File: src/hw/rtl/console_line_editor_top_defines.svh
// Assertion macros for the console line editor top module.
`ifndef CONSOLE_LINE_EDITOR_TOP_DEFINES_SVH
`define CONSOLE_LINE_EDITOR_TOP_DEFINES_SVH

// Same-cycle implication, checked on every rising edge outside reset.
`define CLE_ASSERT_IMP(label, ante, cons) \
	label: assert property (@(posedge clk) disable iff (!arst_n) (ante) |-> (cons)) \
		else $error("console line editor: same-cycle check failed");

// Next-cycle implication, checked on every rising edge outside reset.
`define CLE_ASSERT_NEXT(label, ante, cons) \
	label: assert property (@(posedge clk) disable iff (!arst_n) (ante) |=> (cons)) \
		else $error("console line editor: next-cycle check failed");

`endif

File: src/hw/rtl/cle_pkg.sv
// Types, constants and helpers shared by the console line editor modules.
package cle_pkg;

	// Size of the line store and the derived address width.
	localparam int LINE_DEPTH = 256;
	localparam int ADDR_W     = $clog2(LINE_DEPTH);
	localparam int CAP_W      = 9;
	localparam int CAP_LIMIT  = (LINE_DEPTH < 256) ? LINE_DEPTH : 256;
	localparam int CAP_RESET  = 256;
	localparam int QUEUE_DEPTH = 2;

	typedef logic [ADDR_W-1:0] addr_t;

	// Opcodes of a request.
	localparam logic [1:0] OP_KEY     = 2'd0;
	localparam logic [1:0] OP_PRELOAD = 2'd1;
	localparam logic [1:0] OP_READ    = 2'd2;
	localparam logic [1:0] OP_CLEAR   = 2'd3;

	// Key codes.
	localparam logic [7:0] KEY_CR     = 8'h0d;
	localparam logic [7:0] KEY_LF     = 8'h0a;
	localparam logic [7:0] KEY_BS     = 8'h08;
	localparam logic [7:0] KEY_DEL    = 8'h7f;
	localparam logic [7:0] KEY_CTRL_W = 8'h17;
	localparam logic [7:0] KEY_CTRL_U = 8'h15;
	localparam logic [7:0] KEY_SPACE  = 8'h20;
	localparam logic [7:0] KEY_PRINT_LO = 8'h20;
	localparam logic [7:0] KEY_PRINT_HI = 8'h7f;

	// Request payload as it arrives on the input port.
	typedef struct packed {
		logic [1:0] opcode;
		logic [7:0] char_code;
		logic [7:0] index;
	} req_t;

	// Result payload.
	typedef struct packed {
		logic [6:0] echo_char;
		logic [7:0] erase_count;
		logic       line_done;
		logic [7:0] line_length;
		logic [6:0] read_data;
		logic       accepted;
	} res_t;

	// Classified command kinds handed from the front to the back.
	typedef enum logic [3:0] {
		CMD_END,
		CMD_ERASE_CHAR,
		CMD_ERASE_WORD,
		CMD_ERASE_LINE,
		CMD_PRINT,
		CMD_IGNORE,
		CMD_PRELOAD,
		CMD_READ,
		CMD_CLEAR
	} cmd_kind_t;

	typedef struct packed {
		cmd_kind_t  kind;
		logic [7:0] char_code;
		logic [7:0] index;
	} cmd_t;

	// Handshake between the queue and the back end.
	typedef struct packed {
		logic valid;
		cmd_t cmd;
	} queue_head_t;

	// Back end sequencer states.
	typedef enum logic [1:0] {
		BST_IDLE,
		BST_READ,
		BST_WALK
	} back_state_t;

	// True when a line position lies inside the store.
	function automatic logic pos_in_range(logic [7:0] pos);
		return 32'(pos) < LINE_DEPTH;
	endfunction

	// Line position to store address.
	function automatic addr_t pos_to_addr(logic [7:0] pos);
		return addr_t'(pos);
	endfunction

endpackage

File: src/hw/rtl/cle_ram.sv
// Generic single-write, single-read RAM with a registered read port.
module cle_ram #(
	parameter int WIDTH = 8,
	parameter int DEPTH = 256
) (
	input  logic                     clk,
	input  logic                     we,
	input  logic [$clog2(DEPTH)-1:0] waddr,
	input  logic [WIDTH-1:0]         wdata,
	input  logic [$clog2(DEPTH)-1:0] raddr,
	output logic [WIDTH-1:0]         rdata
);

	logic [WIDTH-1:0] mem_q [DEPTH];

	// Write port and registered read port.
	always_ff @(posedge clk) begin
		if (we) begin
			mem_q[waddr] <= wdata;
		end
		rdata <= mem_q[raddr];
	end

endmodule

File: src/hw/rtl/cle_front.sv
// Front end: accepts requests and classifies them into commands.
module cle_front (
	input  logic          start,
	input  logic          queue_full,
	input  cle_pkg::req_t req,
	output logic          push,
	output cle_pkg::cmd_t cmd
);
	import cle_pkg::*;

	// A request is taken whenever start is high and the queue has room.
	assign push = start && !queue_full;

	// Classify the request by opcode and key code.
	always_comb begin
		cmd.char_code = req.char_code;
		cmd.index     = req.index;
		cmd.kind      = CMD_IGNORE;
		case (req.opcode)
			OP_KEY: begin
				if (req.char_code == KEY_CR || req.char_code == KEY_LF) begin
					cmd.kind = CMD_END;
				end else if (req.char_code == KEY_BS || req.char_code == KEY_DEL) begin
					cmd.kind = CMD_ERASE_CHAR;
				end else if (req.char_code == KEY_CTRL_W) begin
					cmd.kind = CMD_ERASE_WORD;
				end else if (req.char_code == KEY_CTRL_U) begin
					cmd.kind = CMD_ERASE_LINE;
				end else if (req.char_code >= KEY_PRINT_LO && req.char_code < KEY_PRINT_HI) begin
					cmd.kind = CMD_PRINT;
				end else begin
					cmd.kind = CMD_IGNORE;
				end
			end
			OP_PRELOAD: cmd.kind = CMD_PRELOAD;
			OP_READ:    cmd.kind = CMD_READ;
			OP_CLEAR:   cmd.kind = CMD_CLEAR;
			default:    cmd.kind = CMD_IGNORE;
		endcase
	end

endmodule

File: src/hw/rtl/cle_queue.sv
// Short command queue between the front end and the back end.
module cle_queue (
	input  logic                 clk,
	input  logic                 arst_n,
	input  logic                 push,
	input  cle_pkg::cmd_t        push_cmd,
	input  logic                 pop,
	output logic                 full,
	output cle_pkg::queue_head_t head
);
	import cle_pkg::*;

	localparam int PTR_W = $clog2(QUEUE_DEPTH);
	localparam int CNT_W = $clog2(QUEUE_DEPTH + 1);

	cmd_t             entry_q [QUEUE_DEPTH];
	logic [PTR_W-1:0] wr_ptr_q;
	logic [PTR_W-1:0] rd_ptr_q;
	logic [CNT_W-1:0] count_q;
	logic             do_pop;

	assign full       = (count_q == CNT_W'(QUEUE_DEPTH));
	assign head.valid = (count_q != '0);
	assign head.cmd   = entry_q[rd_ptr_q];
	assign do_pop     = pop && head.valid;

	// Entry storage.
	always_ff @(posedge clk) begin
		if (push) begin
			entry_q[wr_ptr_q] <= push_cmd;
		end
	end

	// Pointers and fill count.
	always_ff @(posedge clk or negedge arst_n) begin
		if (!arst_n) begin
			wr_ptr_q <= '0;
			rd_ptr_q <= '0;
			count_q  <= '0;
		end else begin
			if (push) begin
				wr_ptr_q <= (32'(wr_ptr_q) == QUEUE_DEPTH - 1) ? '0 : wr_ptr_q + 1'b1;
			end
			if (do_pop) begin
				rd_ptr_q <= (32'(rd_ptr_q) == QUEUE_DEPTH - 1) ? '0 : rd_ptr_q + 1'b1;
			end
			if (push && !do_pop) begin
				count_q <= count_q + 1'b1;
			end else if (do_pop && !push) begin
				count_q <= count_q - 1'b1;
			end
		end
	end

endmodule

File: src/hw/rtl/cle_back.sv
// Back end: carries out commands against the line store and cursor.
module cle_back (
	input  logic                  clk,
	input  logic                  arst_n,
	input  logic                  cfg_valid,
	input  logic [8:0]            cfg_data,
	input  cle_pkg::queue_head_t  head,
	output logic                  pop,
	output logic                  result_valid,
	output cle_pkg::res_t         result
);
	import cle_pkg::*;

	back_state_t      state_q, state_d;
	logic [7:0]       cursor_q, cursor_d;
	logic [CAP_W-1:0] cap_q;
	logic [CAP_W-1:0] cap_eff;
	logic             seen_q, seen_d;
	logic             pend_q, pend_d;
	logic [7:0]       erased_q, erased_d;
	logic             rd_oor_q;
	res_t             res_q, res_d;
	logic             res_valid_q, res_valid_d;

	logic             we;
	logic [7:0]       wr_pos;
	logic [6:0]       wdata;
	logic [7:0]       rd_pos;
	logic [6:0]       ram_rdata;
	logic [6:0]       rd_char;
	logic             room;
	logic             walk_stop;
	logic             walk_last;
	logic [7:0]       cursor_dec;

	// Line store.
	cle_ram #(
		.WIDTH(7),
		.DEPTH(LINE_DEPTH)
	) u_line_store (
		.clk  (clk),
		.we   (we && pos_in_range(wr_pos)),
		.waddr(pos_to_addr(wr_pos)),
		.wdata(wdata),
		.raddr(pos_to_addr(rd_pos)),
		.rdata(ram_rdata)
	);

	// Effective capacity: zero acts as one, large values clamp to the limit.
	always_comb begin
		if (cap_q == '0) begin
			cap_eff = CAP_W'(1);
		end else if (32'(cap_q) > CAP_LIMIT) begin
			cap_eff = CAP_W'(CAP_LIMIT);
		end else begin
			cap_eff = cap_q;
		end
	end

	// Shared status terms.
	assign rd_char    = rd_oor_q ? 7'd0 : ram_rdata;
	assign room       = ({1'b0, cursor_q} + CAP_W'(1)) < cap_eff;
	assign cursor_dec = cursor_q - 8'd1;
	assign walk_stop  = pend_q && seen_q && room && ({1'b0, rd_char} == KEY_SPACE);
	assign walk_last  = (cursor_dec == 8'd0);

	// Next state.
	always_comb begin
		state_d = state_q;
		case (state_q)
			BST_IDLE: begin
				if (head.valid) begin
					if (head.cmd.kind == CMD_READ) begin
						state_d = BST_READ;
					end else if (head.cmd.kind == CMD_ERASE_WORD && cursor_q != 8'd0) begin
						state_d = BST_WALK;
					end
				end
			end
			BST_READ: state_d = BST_IDLE;
			BST_WALK: begin
				if (walk_stop || walk_last) begin
					state_d = BST_IDLE;
				end
			end
			default: state_d = BST_IDLE;
		endcase
	end

	// Datapath and outputs.
	always_comb begin
		cursor_d    = cursor_q;
		seen_d      = seen_q;
		pend_d      = pend_q;
		erased_d    = erased_q;
		res_d       = res_q;
		res_valid_d = 1'b0;
		pop         = 1'b0;
		we          = 1'b0;
		wr_pos      = cursor_q;
		wdata       = 7'd0;
		rd_pos      = cursor_dec;
		case (state_q)
			BST_IDLE: begin
				if (head.valid) begin
					pop               = 1'b1;
					res_d             = '0;
					res_d.accepted    = 1'b1;
					res_valid_d       = 1'b1;
					case (head.cmd.kind)
						CMD_END: begin
							if ({1'b0, cursor_q} >= cap_eff) begin
								cursor_d = 8'(cap_eff - CAP_W'(1));
							end
							wr_pos          = cursor_d;
							we              = 1'b1;
							res_d.echo_char = KEY_LF[6:0];
							res_d.line_done = 1'b1;
						end
						CMD_ERASE_CHAR: begin
							if (cursor_q != 8'd0) begin
								cursor_d          = cursor_dec;
								res_d.erase_count = 8'd1;
							end
						end
						CMD_ERASE_WORD: begin
							seen_d   = 1'b0;
							pend_d   = 1'b0;
							erased_d = 8'd0;
							if (cursor_q != 8'd0) begin
								res_valid_d = 1'b0;
							end
						end
						CMD_ERASE_LINE: begin
							res_d.erase_count = cursor_q;
							cursor_d          = 8'd0;
						end
						CMD_PRINT, CMD_PRELOAD: begin
							if (room) begin
								we       = 1'b1;
								wdata    = head.cmd.char_code[6:0];
								cursor_d = cursor_q + 8'd1;
								if (head.cmd.kind == CMD_PRINT) begin
									res_d.echo_char = head.cmd.char_code[6:0];
								end
							end else begin
								res_d.accepted = 1'b0;
							end
						end
						CMD_READ: begin
							rd_pos      = head.cmd.index;
							res_valid_d = 1'b0;
						end
						CMD_CLEAR: cursor_d = 8'd0;
						default: ;
					endcase
					res_d.line_length = cursor_d;
				end
			end
			BST_READ: begin
				res_d.read_data   = rd_char;
				res_d.line_length = cursor_q;
				res_valid_d       = 1'b1;
			end
			BST_WALK: begin
				// One character per cycle; the next address is read ahead.
				rd_pos = cursor_q - 8'd2;
				if (walk_stop) begin
					res_d             = '0;
					res_d.accepted    = 1'b1;
					res_d.erase_count = erased_q;
					res_d.line_length = cursor_q;
					res_valid_d       = 1'b1;
				end else begin
					seen_d   = seen_q || ({1'b0, rd_char} != KEY_SPACE);
					cursor_d = cursor_dec;
					erased_d = erased_q + 8'd1;
					pend_d   = 1'b1;
					if (walk_last) begin
						res_d             = '0;
						res_d.accepted    = 1'b1;
						res_d.erase_count = erased_d;
						res_d.line_length = cursor_d;
						res_valid_d       = 1'b1;
					end
				end
			end
			default: ;
		endcase
	end

	// Control registers.
	always_ff @(posedge clk or negedge arst_n) begin
		if (!arst_n) begin
			state_q     <= BST_IDLE;
			cursor_q    <= 8'd0;
			cap_q       <= CAP_W'(CAP_RESET);
			res_valid_q <= 1'b0;
		end else begin
			state_q     <= state_d;
			cursor_q    <= cursor_d;
			res_valid_q <= res_valid_d;
			if (cfg_valid) begin
				cap_q <= cfg_data;
			end
		end
	end

	// Working and result registers.
	always_ff @(posedge clk) begin
		seen_q   <= seen_d;
		pend_q   <= pend_d;
		erased_q <= erased_d;
		rd_oor_q <= !pos_in_range(rd_pos);
		res_q    <= res_d;
	end

	assign result_valid = res_valid_q;
	assign result       = res_q;

endmodule

File: src/hw/rtl/console_line_editor_top.sv
// Console line editor: request port, capacity register and one result per request.
//
// A request is taken at a rising edge with start high and busy low; busy is high only
// while the two-entry command queue is full. Each request gives one result, shown for
// a single cycle with result_valid high; the receiver cannot hold it off. Most requests
// finish in the back end as soon as they leave the queue, a read of a stored entry also
// passes through the read state, and a word erase (Ctrl-W) walks back one character at
// a time until it stops at a word boundary or the start of the line, because it steps
// through the line store over its single read port.
// The capacity register is always ready and should be written only while idle.
module console_line_editor_top (
	input  logic          clk,
	input  logic          arst_n,
	input  logic          start,
	output logic          busy,
	input  cle_pkg::req_t req,
	input  logic          cfg_valid,
	output logic          cfg_ready,
	input  logic [8:0]    cfg_data,
	output logic          result_valid,
	output cle_pkg::res_t result
);
	import cle_pkg::*;

	`include "console_line_editor_top_defines.svh"

	logic        push;
	logic        pop;
	cmd_t        push_cmd;
	queue_head_t head;

	assign cfg_ready = 1'b1;

	cle_front u_front (
		.start     (start),
		.queue_full(busy),
		.req       (req),
		.push      (push),
		.cmd       (push_cmd)
	);

	cle_queue u_queue (
		.clk     (clk),
		.arst_n  (arst_n),
		.push    (push),
		.push_cmd(push_cmd),
		.pop     (pop),
		.full    (busy),
		.head    (head)
	);

	cle_back u_back (
		.clk         (clk),
		.arst_n      (arst_n),
		.cfg_valid   (cfg_valid && cfg_ready),
		.cfg_data    (cfg_data),
		.head        (head),
		.pop         (pop),
		.result_valid(result_valid),
		.result      (result)
	);

	// A completed line always echoes a line feed and erases nothing.
	`CLE_ASSERT_IMP(a_done_echo, result_valid && result.line_done, result.echo_char == KEY_LF[6:0] && result.erase_count == 8'd0)
	// A dropped character neither echoes nor erases.
	`CLE_ASSERT_IMP(a_drop_quiet, result_valid && !result.accepted, result.echo_char == 7'd0 && result.erase_count == 8'd0 && !result.line_done)
	// A popped command that is not a read or a word erase yields its result next cycle.
	`CLE_ASSERT_NEXT(a_pop_result, pop && head.cmd.kind != CMD_READ && head.cmd.kind != CMD_ERASE_WORD, result_valid)

endmodule
File: config.mk
export PLATFORM = sky130hd
export DESIGN_NAME = console_line_editor_top
export DESIGN_NICKNAME = d
export VERILOG_FILES = /design/src/hw/rtl/cle_pkg.sv /design/src/hw/rtl/cle_ram.sv /design/src/hw/rtl/cle_front.sv /design/src/hw/rtl/cle_queue.sv /design/src/hw/rtl/cle_back.sv /design/src/hw/rtl/console_line_editor_top.sv
export VERILOG_INCLUDE_DIRS = /design/src /design/src/hw/rtl
export SDC_FILE = /design/constraint.sdc
export NUM_CORES = 2
export LEC_CHECK = 0
export BUFFER_PORTS_ARGS = -buffer_cell sky130_fd_sc_hd__buf_2
export CAP_MARGIN = 20
export CORE_MARGIN = 10
export CORE_UTILIZATION = 60
export CTS_CLUSTER_SIZE = 20
export DETAILED_ROUTE_END_ITERATION = 7
export PLACE_DENSITY = 0.78
export SYNTH_ARGS = -nofsm -noshare
export SYNTH_HDL_FRONTEND = slang
export SYNTH_SLANG_ARGS = --single-unit
File: constraint.sdc
create_clock -name clk -period 11.5 [get_ports clk]
set_input_delay 2.3 -clock clk [delete_from_list [all_inputs] [get_ports clk]]
set_output_delay 2.3 -clock clk [all_outputs]
set_load 0.03 [all_outputs]
==> impl_metrics.json <==
{
  "clock_skew_ps": 29.4,
  "arrival_ps": 7190,
  "required_ps": 12010,
  "vias_per_cell": 6.89,
  "dieArea_um2": 144000,
  "syn_nets": 4792,
  "layout.nets": 4855,
  "hold_violations": 0,
  "drtAntennaViolNets": 0,
  "synthesis.instances": 4726,
  "holdBufCountCts": 0,
  "syn_area_um2": 77500,
  "insertion_delay_ps": 840,
  "ys_seq_area_share_pct": 73.5,
  "synth_seq_cells": 1903,
  "synth_edf_count": 1872,
  "placed_area_um2": 79300,
  "hold_path_startpoint": "u_queue.wr_ptr_q",
  "yosys_warnings": 0,
  "start_util_pct": 60.5,
  "htree_levels": 4,
  "fillers": 8128,
  "cts_tree": "yes",
  "crit_fanout": 69,
  "syn_avg_cell_area_um2": 16.4,
  "seq_area_um2": 57000,
  "netlist.area_leader.share_pct": 72.5,
  "drt-pass1-iter-count": 6,
  "synth_flop_cell": "edfxtp_1",
  "max_slew_margin_pct": 14.7,
  "grt_use_met1_pct": 39.0,
  "ys_types": 110,
  "outcome": "finished, final reports clean",
  "drive_gt1_share_pct": 15.8,
  "clk_path_buf_depth": 3,
  "coreArea_um2": 128000,
  "synth_top_area_cell": "edfxtp_1",
  "grt_pass1_vias": 44300,
  "rsz0062_at_grt": "false",
  "place.gp.congestion": 0.932,
  "clkSinkCount": 1903,
  "path_class": "reg2reg",
  "layout_min_cycle_time_ps": 6680,
  "first_iter_violations": 7769,
  "final_area_um2": 85200,
  "grt_max_degree": 189,
  "vias": 46000,
  "synthArstFlopShare_pct": 1.26,
  "holdCritPathClass": "reg2reg",
  "cts_buffers": 183,
  "rows": 131,
  "multiInputGateArea_um2": 19000,
  "grt_util_met3_pct": 8.88,
  "hpwl_um": 126000,
  "top_usage_layer": "met2",
  "maxCapViolations": 0,
  "synthTopCellsByCount": "1872 x edfxtp_1, 646 x nand2_1, 359 x nor2_1, 246 x mux4_2, 219 x nand3_1",
  "postCtsResizedCells": 0,
  "antenna_found_initial": 11,
  "clk_pin_slew_ps": 70,
  "grt_pass1_wl_um": 307000,
  "setup_viol": 0,
  "setup_slack_ps": 4820,
  "routedWlPerCell_um": 31.5,
  "grtUsageMet2_pct": 44.1,
  "die_h_um": 379,
  "fp.dieW_um": 379,
  "portBuffers": 64,
  "cp-end-kind": "flip-flop",
  "place_ws_ps": 4980,
  "yosysMostFrequentCell": "edfxtp_1",
  "tightest_slew_ps": 1280,
  "holdWs_ps": 503,
  "ios": 66,
  "r2r_start": "u_back.cursor_q[0]",
  "post-route-drc-count": 0,
  "final.setup.tns_ps": 0,
  "ys_top_cells_by_area": "edfxtp_1 73%, mux4_2 7.1%, nand2_1 3.1%",
  "startpoint": "u_back.cursor_q[0]",
  "fin_crit_sh_pct": 58.1,
  "post_cts_buffers": 0,
  "clock.fmax_mhz": 150,
  "area.growth.synth_to_final_pct": 9.96,
  "grtUsageTotal_pct": 29.2,
  "wl_um": 211000,
  "grt-ovfl-total": 0,
  "drv_slew": 0,
  "start_kind": "flip-flop",
  "cts_root_buf": "clkbuf_16"
}
[cell families after synthesis]
group                    share of synthesized area (%)
other                                          0.00484
AO/OA/AOI/OAI                                     5.10
multiplexers                                      9.78
adder cells (fa/ha/maj)                          0.565
XOR/XNOR                                         0.407
flip-flops                                        73.5
AND/OR/NAND/NOR                                   8.38
buffers and inverters                             2.26
[stage by stage]
stage | util, % | instances
6_report | 66.6 | 6680
5_1_grt | 66.6 | 6677
4_1_cts | 66.5 | 6675
3_5_place_dp | 61.9 | 6331
3_3_place_gp | 61.9 | 6328
2_1_floorplan | - | 4726
[worst max-delay path: stages (launching register included)]
cell,delay (ps)
dfrtp_1,800
clkinv_1,520
ha_1,600
ha_1,290
nor2b_1,130
o21a_1,160
o21a_1,170
o21ai_0,160
a21oi_1,100
o21a_1,190
nor3_1,190
nand2b_1,490
nor2_4,880
buf_4,780
buf_4,770
[layer usage]
layer  up-vias  part of all wire, %
li1      18700                    -
met1     22800                   34
met2      3840                   46
met3       652                   14
met4        18                  5.3
met5         -                0.061
[registers in the layout, summed over array words and instances, names as in the netlist, 7 cells and up]
signal / count
u_back.cap_q: 9
u_back.cursor_q: 8
u_back.erased_q: 8
u_back.result: 32
u_back.u_line_store.mem_q: 1792
u_back.u_line_store.rdata: 7
u_queue.entry_q: 38
[cells in the final DEF, fill, tap and decap left out, types with 12 or more instances in the layout]
master     count
mux2_2        26
clkbuf_1      40
nor2_4        15
o2111ai_1     26
a21o_1        13
xnor2_1       23
xor2_1        13
o22ai_1       38
a21oi_1      115
dfrtp_1       23
nand2_1      645
o211ai_1      23
nand3_2       12
nand2b_1      16
a221oi_1      25
a31oi_1       55
o21ai_1       17
inv_1         18
clkbuf_16    186
a32oi_1       35
nor2_1       348
buf_2         66
mux4_2       246
bufinv_16     14
buf_4         78
mux2i_1      165
nand4_1       28
a22oi_1       24
edfxtp_1    1872
nand3_1      211
a211oi_1      31
o21ai_0       45
and3_1        43
ha_1          35
clkinv_2      31
clkinv_1      50
nor4_1        33
nor3_1        25
[final cells by class]
type                            instances  share of cell area [%]
Inverter                               22                  0.0969
Multi-Input combinational cell       2523                    22.3
Sequential cell                      1903                    66.8
Clock inverter                        117                    1.25
Clock buffer                          227                    5.65
Timing Repair Buffer                  156                    1.33
Tap cell                             1729                    2.54
Antenna cell                            3                 0.00881
[final timing paths]
path / cells past startpoint / slack [ps] / end
worst max-delay path: 14 / 4820 / u_back.u_line_store.mem_q[14][0]
worst min-delay path: 1 / 500 / u_queue.wr_ptr_q
worst max register to register: 14 / 4820 / u_back.u_line_store.mem_q[14][0]
worst min register to register: 1 / 500 / u_queue.wr_ptr_q
max in group asynchronous: 1 / 9640 / u_back.cursor_q[2]
min in group asynchronous: 1 / 1460 / u_back.cap_q[0]
Power is left out: the tool's default activity adds up to more than one toggle a clock period on the data nets, which glitch-free logic cannot reach.
